**src/broadcast_complex_vector_multiply_assert.svh**
```systemverilog
// ----------------------------------------------------------------------------
// Assertion macros for the broadcast complex vector multiply block
// Concurrent checks that compile away when SYNTH is defined.
// ----------------------------------------------------------------------------
`ifndef BROADCAST_COMPLEX_VECTOR_MULTIPLY_ASSERT_SVH
`define BROADCAST_COMPLEX_VECTOR_MULTIPLY_ASSERT_SVH

`ifndef SYNTH
// Property checked at every clock edge outside reset
`define BCVM_ASSERT(lbl, clk, rst_n, prop) \
  lbl: assert property (@(posedge clk) disable iff (!rst_n) (prop)) \
    else $error("bcvm: assertion failed");
// Same check, written as antecedent and consequent
`define BCVM_ASSERT_IMPLY(lbl, clk, rst_n, ante, cons) \
  lbl: assert property (@(posedge clk) disable iff (!rst_n) (ante) |-> (cons)) \
    else $error("bcvm: implication failed");
`else
`define BCVM_ASSERT(lbl, clk, rst_n, prop)
`define BCVM_ASSERT_IMPLY(lbl, clk, rst_n, ante, cons)
`endif

`endif

```
**src/bcvm_pkg.sv**
```systemverilog
// ----------------------------------------------------------------------------
// bcvm_pkg
// Shared types and constants of the broadcast complex vector multiply block.
// ----------------------------------------------------------------------------
package bcvm_pkg;

  // Sample format: signed Q1.(SampleWidth-1)
  localparam int unsigned SampleWidth        = 16;
  localparam int unsigned VectorDepthDefault = 256;
  localparam int unsigned IndexWidth         = 8;
  localparam int unsigned VecLenWidth        = 9;
  localparam int unsigned GroupWidth         = 16;
  localparam int unsigned CfgIndexWidth      = 2;
  localparam int unsigned CfgDataWidth       = 16;

  // Queue between front and back (power of two)
  localparam int unsigned QueueDepth  = 4;
  localparam int unsigned QCountWidth = $clog2(QueueDepth + 1);

  typedef enum logic [CfgIndexWidth-1:0] {
    CfgDirection     = 2'd0,
    CfgVectorLength  = 2'd1,
    CfgGroupLength   = 2'd2,
    CfgComplexEnable = 2'd3
  } cfg_reg_e;

  typedef enum logic {
    ModeLoad    = 1'b0,
    ModeElement = 1'b1
  } item_mode_e;

  typedef enum logic {
    DirRow = 1'b0,
    DirCol = 1'b1
  } direction_e;

  typedef struct packed {
    logic                          mode;
    logic signed [SampleWidth-1:0] data_re;
    logic signed [SampleWidth-1:0] data_im;
    logic [IndexWidth-1:0]         vector_index;
    logic                          last_element;
  } in_item_t;

  typedef struct packed {
    logic signed [SampleWidth-1:0] product_re;
    logic signed [SampleWidth-1:0] product_im;
    logic                          last_out;
  } out_item_t;

  typedef struct packed {
    direction_e             direction;
    logic [VecLenWidth-1:0] vector_length;
    logic [GroupWidth-1:0]  group_length;
    logic                   complex_enable;
  } cfg_t;

  // One matrix element paired with its vector entry
  typedef struct packed {
    logic signed [SampleWidth-1:0] elem_re;
    logic signed [SampleWidth-1:0] elem_im;
    logic signed [SampleWidth-1:0] vec_re;
    logic signed [SampleWidth-1:0] vec_im;
    logic                          last;
  } pair_t;

endpackage

```
**src/bcvm_back.sv**
```systemverilog
// ----------------------------------------------------------------------------
// bcvm_back
// Two-stage multiply: products, then sum with rounding and saturation into
// the output register.
// ----------------------------------------------------------------------------
module bcvm_back
  import bcvm_pkg::*;
(
  input  logic      clk_i,
  input  logic      rst_ni,
  input  cfg_t      cfg_i,
  input  logic      head_valid_i,
  input  pair_t     head_i,
  output logic      pop_o,
  output logic      out_valid_o,
  input  logic      out_ready_i,
  output out_item_t out_data_o
);

  localparam int unsigned ProdWidth = 2 * SampleWidth;
  localparam int unsigned SumWidth  = ProdWidth + 1;

  // Round half up, shift down to sample scale, saturate
  function automatic logic signed [SampleWidth-1:0] round_sat(
    input logic signed [SumWidth-1:0] sum
  );
    logic signed [SumWidth-1:0]      biased;
    logic signed [SampleWidth+1:0]   shifted;
    logic signed [SampleWidth-1:0]   res;
    biased  = sum + SumWidth'(1 << (SampleWidth - 2));
    shifted = (SampleWidth + 2)'(biased >>> (SampleWidth - 1));
    if (shifted[SampleWidth+1:SampleWidth-1] == '0 ||
        shifted[SampleWidth+1:SampleWidth-1] == '1) begin
      res = shifted[SampleWidth-1:0];
    end else if (shifted[SampleWidth+1]) begin
      res = {1'b1, {(SampleWidth-1){1'b0}}};
    end else begin
      res = {1'b0, {(SampleWidth-1){1'b1}}};
    end
    return res;
  endfunction

  logic                        p1_valid_q;
  logic signed [ProdWidth-1:0] rr_q, ii_q, ri_q, ir_q;
  logic                        p1_last_q;
  logic                        p1_ready, p2_ready;

  logic                        out_valid_q;
  out_item_t                   out_q;

  logic signed [SumWidth-1:0]  sum_re, sum_im;

  // Stall chain from the output back to the queue
  assign p2_ready = ~out_valid_q | out_ready_i;
  assign p1_ready = ~p1_valid_q | p2_ready;
  assign pop_o    = head_valid_i & p1_ready;

  always_ff @(posedge clk_i or negedge rst_ni) begin
    if (!rst_ni) begin
      p1_valid_q  <= 1'b0;
      out_valid_q <= 1'b0;
    end else begin
      if (p1_ready) begin
        p1_valid_q <= head_valid_i;
      end
      if (p2_ready) begin
        out_valid_q <= p1_valid_q;
      end
    end
  end

  // Stage 1: four independent products
  always_ff @(posedge clk_i) begin
    if (pop_o) begin
      rr_q      <= head_i.elem_re * head_i.vec_re;
      ii_q      <= head_i.elem_im * head_i.vec_im;
      ri_q      <= head_i.elem_re * head_i.vec_im;
      ir_q      <= head_i.elem_im * head_i.vec_re;
      p1_last_q <= head_i.last;
    end
  end

  // Stage 2: combine products
  always_comb begin
    if (cfg_i.complex_enable) begin
      sum_re = SumWidth'(rr_q) - SumWidth'(ii_q);
    end else begin
      sum_re = SumWidth'(rr_q);
    end
    sum_im = SumWidth'(ri_q) + SumWidth'(ir_q);
  end

  always_ff @(posedge clk_i) begin
    if (p1_valid_q && p2_ready) begin
      out_q.product_re <= round_sat(sum_re);
      out_q.product_im <= cfg_i.complex_enable ? round_sat(sum_im) : '0;
      out_q.last_out   <= p1_last_q;
    end
  end

  assign out_valid_o = out_valid_q;
  assign out_data_o  = out_q;

endmodule

```
**config.mk**
```make
export PLATFORM = sky130hd
export DESIGN_NAME = bcvm_back
export DESIGN_NICKNAME = d
export VERILOG_FILES = /design/src/broadcast_complex_vector_multiply_assert.svh /design/src/bcvm_pkg.sv /design/src/bcvm_back.sv
export SDC_FILE = /design/constraint.sdc
export NUM_CORES = 2
export LEC_CHECK = 0
export BUFFER_PORTS_ARGS = -buffer_cell sky130_fd_sc_hd__buf_2
export CELL_PAD_IN_SITES_DETAIL_PLACEMENT = 1
export CELL_PAD_IN_SITES_GLOBAL_PLACEMENT = 1
export CORE_MARGIN = 2
export CORE_UTILIZATION = 45
export CTS_CLUSTER_SIZE = 8
export DETAILED_ROUTE_END_ITERATION = 7
export PLACE_DENSITY_LB_ADDON = 0.1
export SYNTH_ARGS = -nofsm -noshare
export SYNTH_HDL_FRONTEND = slang
export SYNTH_SLANG_ARGS = --single-unit
```
**constraint.sdc**
```tcl
create_clock -name clk_i -period 12.5 [get_ports clk_i]
set_input_delay 1.25 -clock clk_i [delete_from_list [all_inputs] [get_ports clk_i]]
set_output_delay 1.25 -clock clk_i [all_outputs]
set_load 0.02 [all_outputs]
```
==> After elaboration in Yosys (flattened, before gate mapping) <==
Index checks and enable logic that the tools add are counted.
{ "classes": {"addsub": 4, "n_mul": 4, "n_eq_ne": 2, "muxes": 5, "bitwise": 5, "reduce_logical": 5} }
{ "ops": {"columns": ["cell", "count"], "rows": [
  ["multiplier 16 x 16 -> 32 bit", 4],
  ["adder 33 x 16 -> 33 bit (second input constant)", 2],
  ["two-way mux 16 bit", 4],
  ["adder 32 x 32 -> 33 bit", 1],
  ["two-way mux 33 bit", 1],
  ["subtractor 32 x 32 -> 33 bit", 1],
  ["equality test 3 bit (second input constant)", 2],
  ["logical NOT 3 bit", 2],
  ["logical OR 1 bit", 2],
  ["inverter 1 bit", 2],
  ["bitwise OR 1 bit", 2],
  ["bitwise AND 1 bit", 1],
  ["logical AND 1 bit", 1]
]} }
{ "word_totals": {"regBits": 164, "input_bits": 96, "output_inout_bits": 35} }

==> Depth between registers and ports, before layout <==
{ "logic_depth": {"ltp_word": 6, "depth_mapped": 26, "depth_no_buf": 25} }

==> Worst setup path before layout <==
Ideal clock, no wire load.
{ "synth_timing": {"kind": "input port to output port", "startpoint": "in out_ready_i", "endpoint": "out pop_o", "arrival_ns": 11.035, "t_required_ns": 11.250, "setup_slack_ns": 0.215, "cell_stages": 2, "n_path_buf": 0, "cell_sequence": "nor2b_1 > a21boi_0"} }
{ "synth_via": {"elab_chain_len": 3} }
{ "synth_rtl": {"columns": ["item", "line_no", "text"], "rows": [
  ["start: declaration", "bcvm_back.sv:16", "input logic out_ready_i,"],
  ["bitwise OR 1 bit", "bcvm_back.sv:54", "assign p2_ready = ~out_valid_q | out_ready_i;"],
  ["bitwise OR 1 bit", "bcvm_back.sv:55", "assign p1_ready = ~p1_valid_q | p2_ready;"],
  ["bitwise AND 1 bit", "bcvm_back.sv:56", "assign pop_o = head_valid_i & p1_ready;"],
  ["end: declaration", "bcvm_back.sv:14", "output logic pop_o,"]
]} }
No other way between the ends.

==> Worst setup path in the final report <==
{ "layout_timing": {"startpoint": "in head_i[38] (netlist name)", "endpoint": "reg ii_q[31], data pin"} }
{ "layout_via": {"elab_chain_len": 1} }
{ "layout_rtl": {"columns": ["item", "line_no", "text"], "rows": [
  ["start: declaration", "bcvm_back.sv:13", "input pair_t head_i,"],
  ["multiplier 16 x 16 -> 32 bit", "bcvm_back.sv:76", "ii_q <= head_i.elem_im * head_i.vec_im;"],
  ["end signal: assignment", "bcvm_back.sv:76", null],
  ["end: declaration", "bcvm_back.sv:44", "logic signed [ProdWidth-1:0] rr_q, ii_q, ri_q, ir_q;"]
]} }
No other way between the ends.
A chain may end at the register's enable or synchronous reset.

==> flow_metrics.py <==
metrics = {
    "cells_and_area": {
        "syn2layout_area_growth_pct": 4.70,
        "instances_no_fill": 6368,
        "fillers": 12000,
        "fin_nets": 6525,
        "drive_gt1_share_pct": 4.22,
    },
    "critical_path": {
        "crit_path_cell_trace": "buf_2, and2_1, fa_1, fa_1, ha_1, fa_1, inv_1, fa_1, fa_1, inv_1, ha_1, o21ai_0, nand2b_1, nand2_1, a21oi_1, o21a_1, o31a_1, o41ai_1, o21bai_1, o41ai_1, o2111ai_1, a21oi_1, xnor2_1",
        "crit_top_cell": "fa_1",
        "slowest_stage": "o41ai_1",
        "critPathMaxStageDelay_ns": 0.90,
        "cp.required_ns": 12.78,
        "critPathArrivalTime_ns": 8.60,
        "start_kind": "input pin",
        "crit_fanout": 32,
        "cp-end-kind": "register",
        "crit_type": "input pin to register",
        "r2r_setup_slack_ns": 6.72,
    },
    "synthesis": {
        "netlist-cell-type-count": 82,
        "synth_cells": 5021,
        "yosysSeqAreaShare_pct": 10.2,
        "synthesis.area_sq_um": 48000,
        "synth_common_cells": "inv_1 (1199), fa_1 (1048), nand2_1 (536)",
        "ys_ff_latch": 164,
        "synth_edf_count": 162,
        "synth.area.top_cells": "fa_1 (44%), ha_1 (11%), edfxtp_1 (10%)",
        "ys.warnings.count": 0,
        "syn_nets": 6586,
        "syn_area_per_cell_sq_um": 9.55,
        "synth_top_cell_area_share_pct": 43.7,
        "yosys.area.top_type": "fa_1",
        "synth_top_flop_cell": "edfxtp_1",
        "synth_most_common_cell": "inv_1",
        "synthArstFlopShare_pct": 1.22,
    },
    "flow_run": {
        "drv_cap": 0,
    },
    "sta": {
        "slew_violations": 0,
        "grt_setup_unrepaired": "no",
        "worst_slack_ns": 4.18,
        "max_freq_mhz": 120,
        "finalCriticalPeriod_ns": 8.32,
        "setup_tns_ns": 0,
        "finalSetupViolCount": 0,
        "worst_slew_pin_slew_ns": 1.24,
        "finalHoldViolCount": 0,
        "skew_ns": 0.0172,
        "maxSlewHeadroom_pct": 17.4,
        "period_share_pct": 66.6,
    },
    "clock_tree": {
        "ctsResizeCount": 0,
        "tritoncts": "built",
        "cts.sinks": 164,
        "cts_buffers": 17,
        "cts-root-buf": "clkbuf_16",
        "cts.clk_slew.worst_paths_ns": 0.08,
        "clock_latency_ns": 0.53,
        "htreeDepth": 4,
        "post-cts-setup-buffer-count": 0,
        "cts_buffer_depth": 2,
        "cts_hold_buf": 0,
    },
    "worst_hold_path": {
        "hp-class": "register to register",
    },
    "die": {
        "die_area_sq_um": 109000,
        "start_util_pct": 45.4,
        "ios": 131,
        "die_w_um": 330,
        "die_h_um": 330,
        "core-area_sq_um": 106000,
        "rows": 119,
    },
    "drt": {
        "drtIter0Drc": 1633,
        "via_per_inst": 5.22,
        "detail_route.wl_per_cell_um": 19.9,
        "routed_wl_mm": 126,
        "drc": 0,
        "num_vias": 33200,
        "ant_nets": 0,
        "drt-pass1-iter-count": 5,
    },
    "placement": {
        "hpwl_mm": 98.7,
        "dp_slack_ns": 3.54,
        "portBuffers": 104,
        "gp_congestion": 0.821,
        "placed_cells": 6332,
    },
    "global_routing": {
        "antenna_found_initial": 8,
        "grt_pass1_wl_mm": 207,
        "grt_pass1_vias": 37000,
        "globalRouteTotalUtil_pct": 24.7,
        "overflow": 0,
        "grt_max_degree": 49,
    },
    "run_status": {
        "status": "finished, final reports clean",
    },
}
logic make-up after synthesis:
group | count (synthesis) | synth area share, %
muxes | 7 | 0.154
DFF | 164 | 10.2
adders and majority gates | 1469 | 54.7
and+or+nand+nor | 1348 | 14.2
xor gates and xnor gates | 183 | 3.34
buffers and inverters | 1407 | 11.0
AOI/OAI and AO/OA | 443 | 6.28
final cells by class:
| cell class | instances | area (sq um) | share of cell area [%] |
|---|---|---|---|
| multi-input cells | 3450 | 37800 | 75.2 |
| flip-flops and latches | 164 | 4910 | 9.79 |
| inverters | 1200 | 4500 | 8.97 |
| well taps | 1391 | 1740 | 3.47 |
| repair buffers | 127 | 693 | 1.38 |
| clock buffers | 17 | 425 | 0.847 |
| clock inverters | 15 | 165 | 0.329 |
| diodes | 4 | 10.0 | 0.0199 |
critical path: cells and delay by family:
kind,cells,cell delay (ns)
compound gates,9,3.09
xor+xnor,1,0.10
simple gates,3,0.47
fa+ha+maj,7,2.91
buf+inv,3,0.75
sequential cells by signal, summed over array words and instances, names as in the netlist:
signal / flops
ii_q: 32
ir_q: 32
out_data_o: 33
out_valid_o: 1
p1_last_q: 1
p1_valid_q: 1
ri_q: 32
rr_q: 32
worst paths after layout:
| path | endpoint | start | cells after the start |
|---|---|---|---|
| setup / recovery | ii_q[31] | head_i[38] | 23 |
| hold / removal | out_data_o[0] | p1_last_q | 0 |
| max in group asynchronous | out_valid_o | rst_ni | 1 |
| setup reg to reg | out_data_o[13] | ri_q[2] | 14 |
| hold reg to reg | out_data_o[0] | p1_last_q | 0 |
| min in group asynchronous | p1_valid_q | rst_ni | 1 |
metrics by stage:
stage | hold slack [ns] | util, % | area [sq um]
floorplan | 0.400 | - | 48000
global placement | 0.401 | 47.0 | 49600
detailed placement | 0.405 | 47.0 | 49600
CTS | 0.425 | 47.6 | 50200
global route | 0.450 | 47.6 | 50200
finish | 0.426 | 47.6 | 50200
layout by cell type, fill, tap and decap left out, types with 104 or more instances in the layout:
cell type / netlist / final
nand2_1: 536 / 536
fa_1: 1048 / 1048
edfxtp_1: 162 / 162
ha_1: 421 / 421
nor2_1: 121 / 121
inv_1: 1199 / 1199
buf_2: 5 / 104
and2_1: 509 / 508
a21oi_1: 126 / 126
xnor2_1: 141 / 141
metal layers:
metal,track usage [%],wire length (um),up-vias
li1,-,-,15000
met2,39.3,58300,513
met1,36.3,60500,17600
met3,2.86,4950,83
met5,0,24,-
met4,6.09,2760,4
Power is left out: the tool's default activity adds up to more than one toggle a clock period on the data nets, which glitch-free logic cannot reach.
