`src/broadcast_complex_vector_multiply_assert.svh`:
```
// ----------------------------------------------------------------------------
// Assertion macros for the broadcast complex vector multiply block
// Concurrent checks that compile away when SYNTH is defined.
// ----------------------------------------------------------------------------
`ifndef BROADCAST_COMPLEX_VECTOR_MULTIPLY_ASSERT_SVH
`define BROADCAST_COMPLEX_VECTOR_MULTIPLY_ASSERT_SVH

`ifndef SYNTH
// Property checked at every clock edge outside reset
`define BCVM_ASSERT(lbl, clk, rst_n, prop) \
  lbl: assert property (@(posedge clk) disable iff (!rst_n) (prop)) \
    else $error("bcvm: assertion failed");
// Same check, written as antecedent and consequent
`define BCVM_ASSERT_IMPLY(lbl, clk, rst_n, ante, cons) \
  lbl: assert property (@(posedge clk) disable iff (!rst_n) (ante) |-> (cons)) \
    else $error("bcvm: implication failed");
`else
`define BCVM_ASSERT(lbl, clk, rst_n, prop)
`define BCVM_ASSERT_IMPLY(lbl, clk, rst_n, ante, cons)
`endif

`endif

```
`src/bcvm_pkg.sv`:
```
// ----------------------------------------------------------------------------
// bcvm_pkg
// Shared types and constants of the broadcast complex vector multiply block.
// ----------------------------------------------------------------------------
package bcvm_pkg;

  // Sample format: signed Q1.(SampleWidth-1)
  localparam int unsigned SampleWidth        = 16;
  localparam int unsigned VectorDepthDefault = 256;
  localparam int unsigned IndexWidth         = 8;
  localparam int unsigned VecLenWidth        = 9;
  localparam int unsigned GroupWidth         = 16;
  localparam int unsigned CfgIndexWidth      = 2;
  localparam int unsigned CfgDataWidth       = 16;

  // Queue between front and back (power of two)
  localparam int unsigned QueueDepth  = 4;
  localparam int unsigned QCountWidth = $clog2(QueueDepth + 1);

  typedef enum logic [CfgIndexWidth-1:0] {
    CfgDirection     = 2'd0,
    CfgVectorLength  = 2'd1,
    CfgGroupLength   = 2'd2,
    CfgComplexEnable = 2'd3
  } cfg_reg_e;

  typedef enum logic {
    ModeLoad    = 1'b0,
    ModeElement = 1'b1
  } item_mode_e;

  typedef enum logic {
    DirRow = 1'b0,
    DirCol = 1'b1
  } direction_e;

  typedef struct packed {
    logic                          mode;
    logic signed [SampleWidth-1:0] data_re;
    logic signed [SampleWidth-1:0] data_im;
    logic [IndexWidth-1:0]         vector_index;
    logic                          last_element;
  } in_item_t;

  typedef struct packed {
    logic signed [SampleWidth-1:0] product_re;
    logic signed [SampleWidth-1:0] product_im;
    logic                          last_out;
  } out_item_t;

  typedef struct packed {
    direction_e             direction;
    logic [VecLenWidth-1:0] vector_length;
    logic [GroupWidth-1:0]  group_length;
    logic                   complex_enable;
  } cfg_t;

  // One matrix element paired with its vector entry
  typedef struct packed {
    logic signed [SampleWidth-1:0] elem_re;
    logic signed [SampleWidth-1:0] elem_im;
    logic signed [SampleWidth-1:0] vec_re;
    logic signed [SampleWidth-1:0] vec_im;
    logic                          last;
  } pair_t;

endpackage

```
`src/bcvm_queue.sv`:
```
// ----------------------------------------------------------------------------
// bcvm_queue
// Short FIFO of element and entry pairs between the front and the back.
// ----------------------------------------------------------------------------
`include "broadcast_complex_vector_multiply_assert.svh"

module bcvm_queue
  import bcvm_pkg::*;
(
  input  logic                   clk_i,
  input  logic                   rst_ni,
  input  logic                   push_i,
  input  pair_t                  push_data_i,
  input  logic                   pop_i,
  output logic                   head_valid_o,
  output pair_t                  head_o,
  output logic [QCountWidth-1:0] count_o
);

  localparam int unsigned PtrWidth = (QueueDepth > 1) ? $clog2(QueueDepth) : 1;

  pair_t                  entry_q [QueueDepth];
  logic [PtrWidth-1:0]    wr_ptr_q, rd_ptr_q;
  logic [QCountWidth-1:0] count_q;

  // Entry storage
  always_ff @(posedge clk_i) begin
    if (push_i) begin
      entry_q[wr_ptr_q] <= push_data_i;
    end
  end

  // Pointers and fill count
  always_ff @(posedge clk_i or negedge rst_ni) begin
    if (!rst_ni) begin
      wr_ptr_q <= '0;
      rd_ptr_q <= '0;
      count_q  <= '0;
    end else begin
      if (push_i) begin
        wr_ptr_q <= wr_ptr_q + PtrWidth'(1);
      end
      if (pop_i) begin
        rd_ptr_q <= rd_ptr_q + PtrWidth'(1);
      end
      if (push_i && !pop_i) begin
        count_q <= count_q + QCountWidth'(1);
      end else if (pop_i && !push_i) begin
        count_q <= count_q - QCountWidth'(1);
      end
    end
  end

  assign head_valid_o = count_q != '0;
  assign head_o       = entry_q[rd_ptr_q];
  assign count_o      = count_q;

  // Front credit must keep the queue from overflowing
  `BCVM_ASSERT_IMPLY(a_no_overflow, clk_i, rst_ni, push_i, count_q < QCountWidth'(QueueDepth))
  `BCVM_ASSERT_IMPLY(a_no_underflow, clk_i, rst_ni, pop_i, count_q != '0)
  `BCVM_ASSERT(a_count_step, clk_i, rst_ni, (push_i && !pop_i) |=> (count_q == $past(count_q) + QCountWidth'(1)))

endmodule

```
`config.mk`:
```
export PLATFORM = sky130hd
export DESIGN_NAME = bcvm_queue
export DESIGN_NICKNAME = d
export VERILOG_FILES = /design/src/bcvm_pkg.sv /design/src/bcvm_queue.sv
export VERILOG_INCLUDE_DIRS = /design/src /design/src/src
export SDC_FILE = /design/constraint.sdc
export NUM_CORES = 1
export LEC_CHECK = 0
export ABC_AREA = 0
export BUFFER_PORTS_ARGS = -buffer_cell sky130_fd_sc_hd__buf_2
export CORE_UTILIZATION = 35
export DETAILED_ROUTE_END_ITERATION = 6
export SETUP_SLACK_MARGIN = 0.2
export SLEW_MARGIN = 10
export SYNTH_ARGS = -nofsm -noshare
export SYNTH_HDL_FRONTEND = slang
export SYNTH_SLANG_ARGS = --single-unit
export TNS_END_PERCENT = 30
```
`constraint.sdc`:
```
create_clock -name clk_i -period 7.9 [get_ports clk_i]
set_input_delay 0.79 -clock clk_i [delete_from_list [all_inputs] [get_ports clk_i]]
set_output_delay 0.79 -clock clk_i [all_outputs]
set_load 0.005 [all_outputs]
```
Word-level counts from Yosys, hierarchy flattened
Memory sizes are Yosys's and may differ from the RTL's.
Index checks and enable logic that the tools add are counted.
- memories: 1
- bits in latches: 0
- register bits: 7
- memory bits (writable): 260
- bits in read-only memories: 0
- output and inout port bits: 69
- memory list (name ; words ; bits a word ; read ports ; clocked after Yosys merged registers in ; wr ports ; RTL line ; source):
    entry_q ; 4 ; 65 ; 1 ; 0 ; 1 ; bcvm_queue.sv:22 ; pair_t entry_q [QueueDepth];
- magnitude comparators: 0
- equal/unequal tests: 0
- muxes and demuxes: 4
- $mul: 0
- $add $sub $neg: 4
- bitwise logic cells: 0
- shift-type cells: 0
- reduce and logical (&&, ||, !) cells: 6
- divide/modulo/power cells: 0
- operators by type and width (operator ; number):
    two-way mux 3 bit ; 2
    adder 2 x 1 -> 2 bit (second input constant) ; 2
    adder 3 x 1 -> 3 bit (second input constant) ; 1
    nonzero test 3 bit ; 1
    subtractor 3 x 1 -> 3 bit (second input constant) ; 1
    logical AND 1 bit ; 2
    zero test 1 bit ; 2
    two-way mux 1 bit ; 2
    nonzero test 2 bit ; 1

Logic depth before layout (Yosys ltp)
Gate-level depths: netlist of the first run.
- depth after elaboration: 4
- depth in mapped cells: 7
- depth with buffers taken out: 7

Worst setup path after synthesis of the first run
OpenSTA, ideal clock, no wires.
- path kind: input-to-reg
- start: in push_i
- end: mem entry_q[3][0] (netlist bit) (enable)
- setup slack: 5.151 ns
- data arrival time: 2.319 ns
- stages: 1
- cell sequence: and2_1
- longest elaborated chain between the ends: 2
- ends and longest elaborated chain (element ; RTL line ; source):
    from (decl) ; bcvm_queue.sv:12 ; input logic push_i,
    two-way mux 1 bit ; bcvm_queue.sv:28 ; if (push_i) begin
    two-way mux 1 bit (implied by the code) ; bcvm_queue.sv:29 ; entry_q[wr_ptr_q] <= push_data_i;
    to (decl) ; bcvm_queue.sv:22 ;
Every way passes these cells.

==> results.txt, run 1 <==
- The flow ran to the end, and the final reports show no timing, DRC or antenna violations.
- Setup violations remaining at the end of the flow were counted as 0.
- Crit-path max cell delay: 860 ps
- Synthesis produced a netlist whose cell count is roughly 370.
* Worst Tran Pin Value: 1082 ps
- Type of the worst setup path: reg -> out
- The area growth from synthesis to layout is 19.71%.
* Number of synthesis warnings: 0
* Number of hold buffers added after cts: 0
- Clock period minus worst slack: 3652 ps
- The count of nets left with antenna violations once routing finished came out at 0.
- The first global-routing pass estimated 27,380 µm of wire.
- Area share of the largest cell type after synthesis: 79.65%
* Clock tree root buffer cell: sky130_fd_sc_hd__clkbuf_16
- Summing every instance area after synthesis gives 9802 µm².
* Global-route total usage across every layer: ~13%
- Clock transition at the registers of the reported paths: 60 ps
* Net switching power of the design: about 1.1 mW
- Of the total synthesized cell area, the portion taken by XOR and XNOR cells is 0.5361%.
- The die is 169.4 µm wide.
- DRC Markers: 0
- For this design, the slowest cell found on the critical path is sky130_fd_sc_hd__dfrtp_4.
- Synthesized area per cell: 26.28 µm²
- Seq/Total Area, Yosys: 81.44%
* Total internal power: 3.183 mW
* Number of pins with negative max-slew slack in the final report: 0
- The signal on the critical path passes through buf_4 > mux4_2 > buf_2.
- Input/output buffers: 137
- Via/cell ratio: 4.701
- The congestion estimate from routability-driven global placement came to 0.6462.
- Maximum VDD drop: 199.3 µV
- Ratio of cells with drive above 1 in the final layout: between 40% and 50%
- For this run, the leading register cell type out of synthesis is sky130_fd_sc_hd__edfxtp_1.
- Clock network fraction of total power: 29.9%
* Worst EP arrival: 2860 ps
- Total placed instance area: 10,830 µm²
- At the worst endpoint, the required time is 7110 ps.
- Of all flip-flops after synthesis, the portion carrying an async set or reset was 2.622%.
- Across the run, the number of max-cap violations was 0.
* Tightest slew margin relative to the limit: 27.86%
- After synthesis, the netlist uses 19 different library cells.
- The number of antenna violations at the first check in global routing was 1.
- The largest total area in the synthesized netlist belongs to sky130_fd_sc_hd__edfxtp_1.
* Number of fill cells in the layout: 2,382
* Post-synth EDFFs: 260
- Portion of total power attributed to sequential cells: 47.4%
* Die Footprint: 28,680 µm²
* Max Fclk: roughly 270 MHz
- The worst path uses ~46% of the clock period.
* Kind of start point of the critical path: register
- Crit path max fanout: 36
* Cell area after layout: 11,730 µm²
- Setup Buffers After CTS: 0
* Type of the most critical hold path: in -> async
- Share of cell area taken by muxes after synthesis: 15.05%
- Hold timing on the final database bottoms out at a slack of 100.3 ps.
- Area inside the core boundary: between 20,000 and 30,000 µm²
- Summed over all cells, the static leakage comes to 3.984 nW.
- H-Tree Depth: 1
- WL final: 17,780 µm
* Setup repair after global routing missed its margin: false
- At the end of the flow, the number of nets in the layout was 600.
* Detailed router's first-iteration violation count: 205
* Average wire per cell in the routed design: 19.38 µm
* Final TNS setup: 0 ps
* Clock tree from TritonCTS: done
- Count of vias placed by the detailed router: 4,311
- Comb power frac: 22.7%
- The number of gates resized after CTS was 0.
* Main combinational cell family by area after synthesis: multiplexers
- Counting along the longest clock path gives a buffer depth of 3.
- Number of buffers added by the clock tree synthesis step: 27
- For this configuration, the core starts out at a cell density of 36.07%.
* Seq. cell area: 7990 µm²
* Maximum number of pins on one net before global-route repair: 67
- Total nets after synthesis: 448
* Category of the worst setup path capture point: output pin
- Clock tree synthesis found a total of 267 sinks.
- Clock latency on the worst-skew pair, taken at its later pin, is about 520 ps.
* Switching power share of the total: about a quarter
- For the worst flop-to-flop path, the logic depth is 3.
* Site Rows: 60
- Cell Pwr Density: 367.6 nW/µm²
- The synthesized netlist devotes less than 1% of its cell area to adder and majority cells.
- The multi-input combinational cells in the finished layout cover a total of 1668 µm².
- Total Power Consumption: ~4.3 mW
- Counting flops and latches in the post-synthesis netlist gives between 200 and 300.
- Biggest area contributors in the synthesized netlist: sky130_fd_sc_hd__edfxtp_1, sky130_fd_sc_hd__mux4_2, sky130_fd_sc_hd__dfrtp_1
- The final hold violation count is 0.
* TritonRoute pass-1 iters: 4
- The synthesized netlist devotes less than 1% of its cell area to compound gates.
* I/O pins: 138
- The via count of the first global-routing pass came to 4,823.
- Synthesized-area fraction occupied by and/or/nand/nor cells: 0.4340%
- Detailed placer's ending HPWL: 10,030 µm
- Remaining global-route overflow: 0
- Die Ht: 169.4 µm
* Worst Skew: 11.70 ps
## cells in the mapped netlist, drive strengths merged, types with 2 or more instances
| cell type | n |
|---|---|
| mux4 | 65 |
| buf | 13 |
| xor2 | 4 |
| ha | 5 |
| dfrtp | 7 |
| and2 | 4 |
| clkbuf | 2 |
| edfxtp | 260 |
| nand2 | 2 |
| xnor2 | 2 |
| inv | 4 |
## through the flow
step | utilization (%) | instances | setup WS, ps
4_1_cts | 43.17 | 916 | 4086
6_report | 43.18 | 917 | 4248
5_1_grt | 43.17 | 916 | 3972
2_1_floorplan | - | 373 | 5151
3_3_place_gp | 39.86 | 868 | 4658
3_5_place_dp | 39.86 | 868 | 4651
## registers in the layout, summed over array words and instances (netlist names)
name and flops:
count_o 3, entry_q 260, rd_ptr_q 2, wr_ptr_q 2
## cell families (layout without fill, tap and decap cells)
kind of cell	count (synthesis)	after routing
other cells	0	1
buf+inv	19	190
flops	267	267
mux	66	66
xor+xnor	6	6
fa+ha+maj	6	6
simple gates	8	8
compound gates	1	1
## final timing paths
path / endpoint / start / slack [ps]
min: count_o[0] / rst_ni / 100
max reg2reg: entry_q[2][54] / wr_ptr_q[0] / 5970
min reg2reg: count_o[2] / count_o[2] / 490
max in group asynchronous: rd_ptr_q[1] / rst_ni / 7610
max: head_o[61] / rd_ptr_q[0] / 4250
min in group clk_i: entry_q[0][39] / push_data_i[39] / 480
## power by group through the flow
stage	combinational, mW	sequential, mW	clock, mW
after floorplan	0.757	1.94	0
after CTS	1.02	2.06	1.33
final	0.978	2.05	1.29
after detailed placement	1.01	2.09	0
after global routing	1.07	2.09	1.38
after global placement	1.00	2.07	0
## per-layer routing
metal	vias up	share of wire, %	track usage [%]	wire [µm]
met5	-	0.045	0	8
met4	2	1.2	2.977	217
met3	24	5.9	3.218	1051
met2	116	51	21.90	9005
met1	2272	42	15.86	7494
li1	1897	-	-	-
## placed cells by master (no fill, tap or decap)
cell type                    instances
sky130_fd_sc_hd__mux2_2              1
sky130_fd_sc_hd__mux4_2             65
sky130_fd_sc_hd__clkinvlp_4          1
sky130_fd_sc_hd__clkinv_1            1
sky130_fd_sc_hd__buf_2             137
sky130_fd_sc_hd__buf_4               1
sky130_fd_sc_hd__clkinv_2            8
sky130_fd_sc_hd__ha_1                5
sky130_fd_sc_hd__o21ai_0             1
sky130_fd_sc_hd__dfrtp_4             2
sky130_fd_sc_hd__dfrtp_1             5
sky130_fd_sc_hd__inv_1               4
sky130_fd_sc_hd__and2_4              4
sky130_fd_sc_hd__fa_1                1
sky130_fd_sc_hd__bufinv_16           5
sky130_fd_sc_hd__xnor2_1             2
sky130_fd_sc_hd__or3_1               1
sky130_fd_sc_hd__xor2_1              4
sky130_fd_sc_hd__nor2_1              1
sky130_fd_sc_hd__clkbuf_16          27
sky130_fd_sc_hd__clkbuf_1            6
sky130_fd_sc_hd__edfxtp_1          260
sky130_fd_sc_hd__nand2_1             2
sky130_fd_sc_hd__diode_2             1
## area by class of cell
class | count | share of cell area, %
repair buffers | 138 | 5.907
clock buffers | 33 | 5.950
well taps | 372 | 3.967
diodes | 1 | 0.02133
inverters | 4 | 0.1280
multi-input cells | 87 | 14.21
clock inverters | 15 | 1.717
flip-flops and latches | 267 | 68.10
## critical path: cells and delay by family, from the launching register on
kind / cells / cell delay (ps)
buffers and inverters: 2 / 860
flip-flops: 1 / 860
multiplexers: 1 / 610
Power figures use the tool's default switching activity.
==> run 2, diff against run 1 <==
Clock period 7.9 ns to 3.5 ns, I/O delays scaled along.
==> results.txt, run 2 (synthesis results as in run 1) <==
- WL final: 17,660 µm (-0.67%)
- Kind of start point of the critical path: register
* TritonRoute pass-1 iters: 4 (unchanged)
* Clock tree from TritonCTS: done
- The worst-case headroom to the max-slew limit came to 28.42% (+0.56 points).
* Final nets: 604 (+0.67%)
- Number of global-route vias before repair: 4,793 (-0.62%)
- The final number of setup-violating endpoints came to 0 (unchanged).
- Top reg by flops: entry_q
- The total congestion overflow after global routing was 0 (unchanged).
- Category of the worst setup path capture point: output pin
- Gpl congestion: 0.6796 (+5.2%)
* Total internal power: 7.281 mW (+130%)
- Clock transition at the registers of the reported paths: 60 ps (about the same)
- First-pass GRT wire length: 27,260 µm (-0.43%)
- The switching power total is 2.571 mW (+130%).
- Count of max-cap constraint violations: 0 (unchanged)
- The worst register-to-register path begins at wr_ptr_q[1].
* Global-route total usage across every layer: 12.60% (-0.021 points)
* Die Width: 169.4 µm (unchanged)
- The required time at the worst-slack endpoint was 3150 ps (-3960 ps).
- Antenna violations before repair: 1 (unchanged)
- Crit path max fanout: 66 (+83%)
- The average routed wire per standard cell was 19.13 µm (-1.3%).
- In this run the worst setup path begins at rd_ptr_q[1].
- Detailed router's first-iteration violation count: 367 (+79%)
* Num Clock Sinks: 267 (unchanged)
- Timing would allow up to 384.3 MHz.
- The number of CTS-inserted buffers came to 29 (+7.4%).
- Comb power frac: 23.7% (+1.0 points)
- The effective utilization at floorplan came to 36.07% (unchanged).
- The final hold violation count came to 0 (unchanged).
- The post-cts sizing count was 0 (unchanged).
- Area inside the core boundary: 27,180 µm² (unchanged)
- The part of the total power dissipated in sequential elements is 45.9% (-1.5 points).
- Number of antenna cells inserted: 0 (-1)
- Number of pins with negative max-slew slack in the final report: 0 (unchanged)
* Switching power share of the total: 26.09% (-0.11 points)
- The total negative slack was 0 ps (unchanged).
* Final cycle utilization of the critical path: 74.34%
- Die Footprint: 28,680 µm² (unchanged)
- Count of vias placed by the detailed router: 4,328 (+0.39%)
- Clock period minus worst slack: 2602 ps
- The power density normalized to cell area came to 834.0 nW/µm² (+130%).
- The vertical extent of the die was 169.4 µm (unchanged).
- Input/output buffers: 137 (unchanged)
* Worst hold path startpoint: push_data_i[14]
* Most common cell after layout, fill and taps aside: sky130_fd_sc_hd__edfxtp_1
* Site Rows: 60 (unchanged)
- Setup repair after global routing left no endpoint under its margin.
- The actual transition at the worst max-transition pin came to 1074 ps (-8.394 ps).
- The layout cell share with drive strength beyond 1 came to 45.92% (-0.22 points).
- Maximum number of pins on one net before global-route repair: 67 (unchanged)
- Post-placement setup slack: 1404 ps (-3246 ps)
- The via density per instance was 4.689 (-0.26%).
- Clock tree root buffer cell: sky130_fd_sc_hd__clkbuf_16
* Synth-to-layout area growth: 20.51%
- The number of top-level pins is 138 (unchanged).
* Worst skew pair latency: 530 ps (about the same)
- DRC Markers: 0 (unchanged)
* Routed Antenna Nets: 0 (unchanged)
- Type of the worst setup path: reg -> out
* Run status: complete, no violations
- Number of flip-flops under the largest register name: 260 (unchanged)
- The deepest level of the CTS H-tree is 1 (unchanged).
- The tightest min-delay check is of the in -> reg type.
- The library cells used most frequently in the layout, excluding fill and tap cells, are sky130_fd_sc_hd__edfxtp_1, sky130_fd_sc_hd__buf_2, sky130_fd_sc_hd__mux4_2, sky130_fd_sc_hd__clkbuf_16, sky130_fd_sc_hd__clkbuf_1.
- Worst Skew: 11.59 ps (-0.1116 ps)
* Worst EP arrival: 2250 ps (-610 ps)
- The leakage power is 4.023 nW (+0.96%).
- The maximum count of clock buffers along a single path was 3 (unchanged).
* Clock network fraction of total power: 30.5% (+0.6 points)
- The final critical-path setup slack was 898.0 ps (-3350 ps).
- Maximum VDD drop: 516.8 µV (+160%)
-- run 2: worst paths after layout --
check | cells after the start | slack [ps] | endpoint
min | 1 | 40 | entry_q[2][14]
min reg2reg | 1 | 520 | count_o[2]
min in group asynchronous | 2 | 180 | count_o[1]
max reg2reg | 3 | 1520 | entry_q[1][56]
max | 2 | 900 | head_o[54]
max in group asynchronous | 2 | 3130 | rd_ptr_q[0]
-- run 2: stage by stage --
stage	total power, mW	utilization, %	hold slack [ps]	std cells	cell area (µm²)
floorplan	6.088	-	54.41	373	9802
global placement	6.976	39.93	189.4	869	10850
detailed placement	7.030	39.93	200.1	869	10850
CTS	10.05	43.47	3.663	923	11810
global route	10.34	43.47	22.31	923	11810
finish	9.852	43.47	35.22	923	11810
-- run 2: worst max-delay path, stage by stage (launching register included) --
cell                      delay, ps
sky130_fd_sc_hd__dfrtp_4       1100
sky130_fd_sc_hd__mux4_2         450
sky130_fd_sc_hd__buf_2          150
-- run 2: area by class of cell --
class	count	area (µm²)
fill	2386	15360
clock inverter	8	115.1
multi-input combinational	87	1668
clock buffer	45	835.8
inverter	4	15.01
sequential	267	7990
timing repair buffer	140	723.2
tap	372	465.4
-- run 2: power groups by stage --
| stage | clock network (mW) | registers [mW] | logic, mW |
|---|---|---|---|
| finish | 3.00 | 4.52 | 2.33 |
| floorplan | 0 | 4.38 | 1.71 |
| global placement | 0 | 4.56 | 2.41 |
| global route | 3.19 | 4.59 | 2.56 |
| CTS | 3.08 | 4.54 | 2.43 |
| detailed placement | 0 | 4.60 | 2.43 |
-- run 2: routing by layer --
layer | GRT usage, % | wire length, µm | vias to the layer above
li1 | - | - | 1905
met4 | 4.152 | 443 | 2
met1 | 16.22 | 7534 | 2243
met5 | 0 | 13 | -
met2 | 21.33 | 8609 | 142
met3 | 2.659 | 1056 | 36
-- run 2: timing repair --
item | 4_1_cts | 5_1_grt
hold endpoints to repair | 7 | 0
setup buffers | 0 | 0
hold buffers | 1 | 0
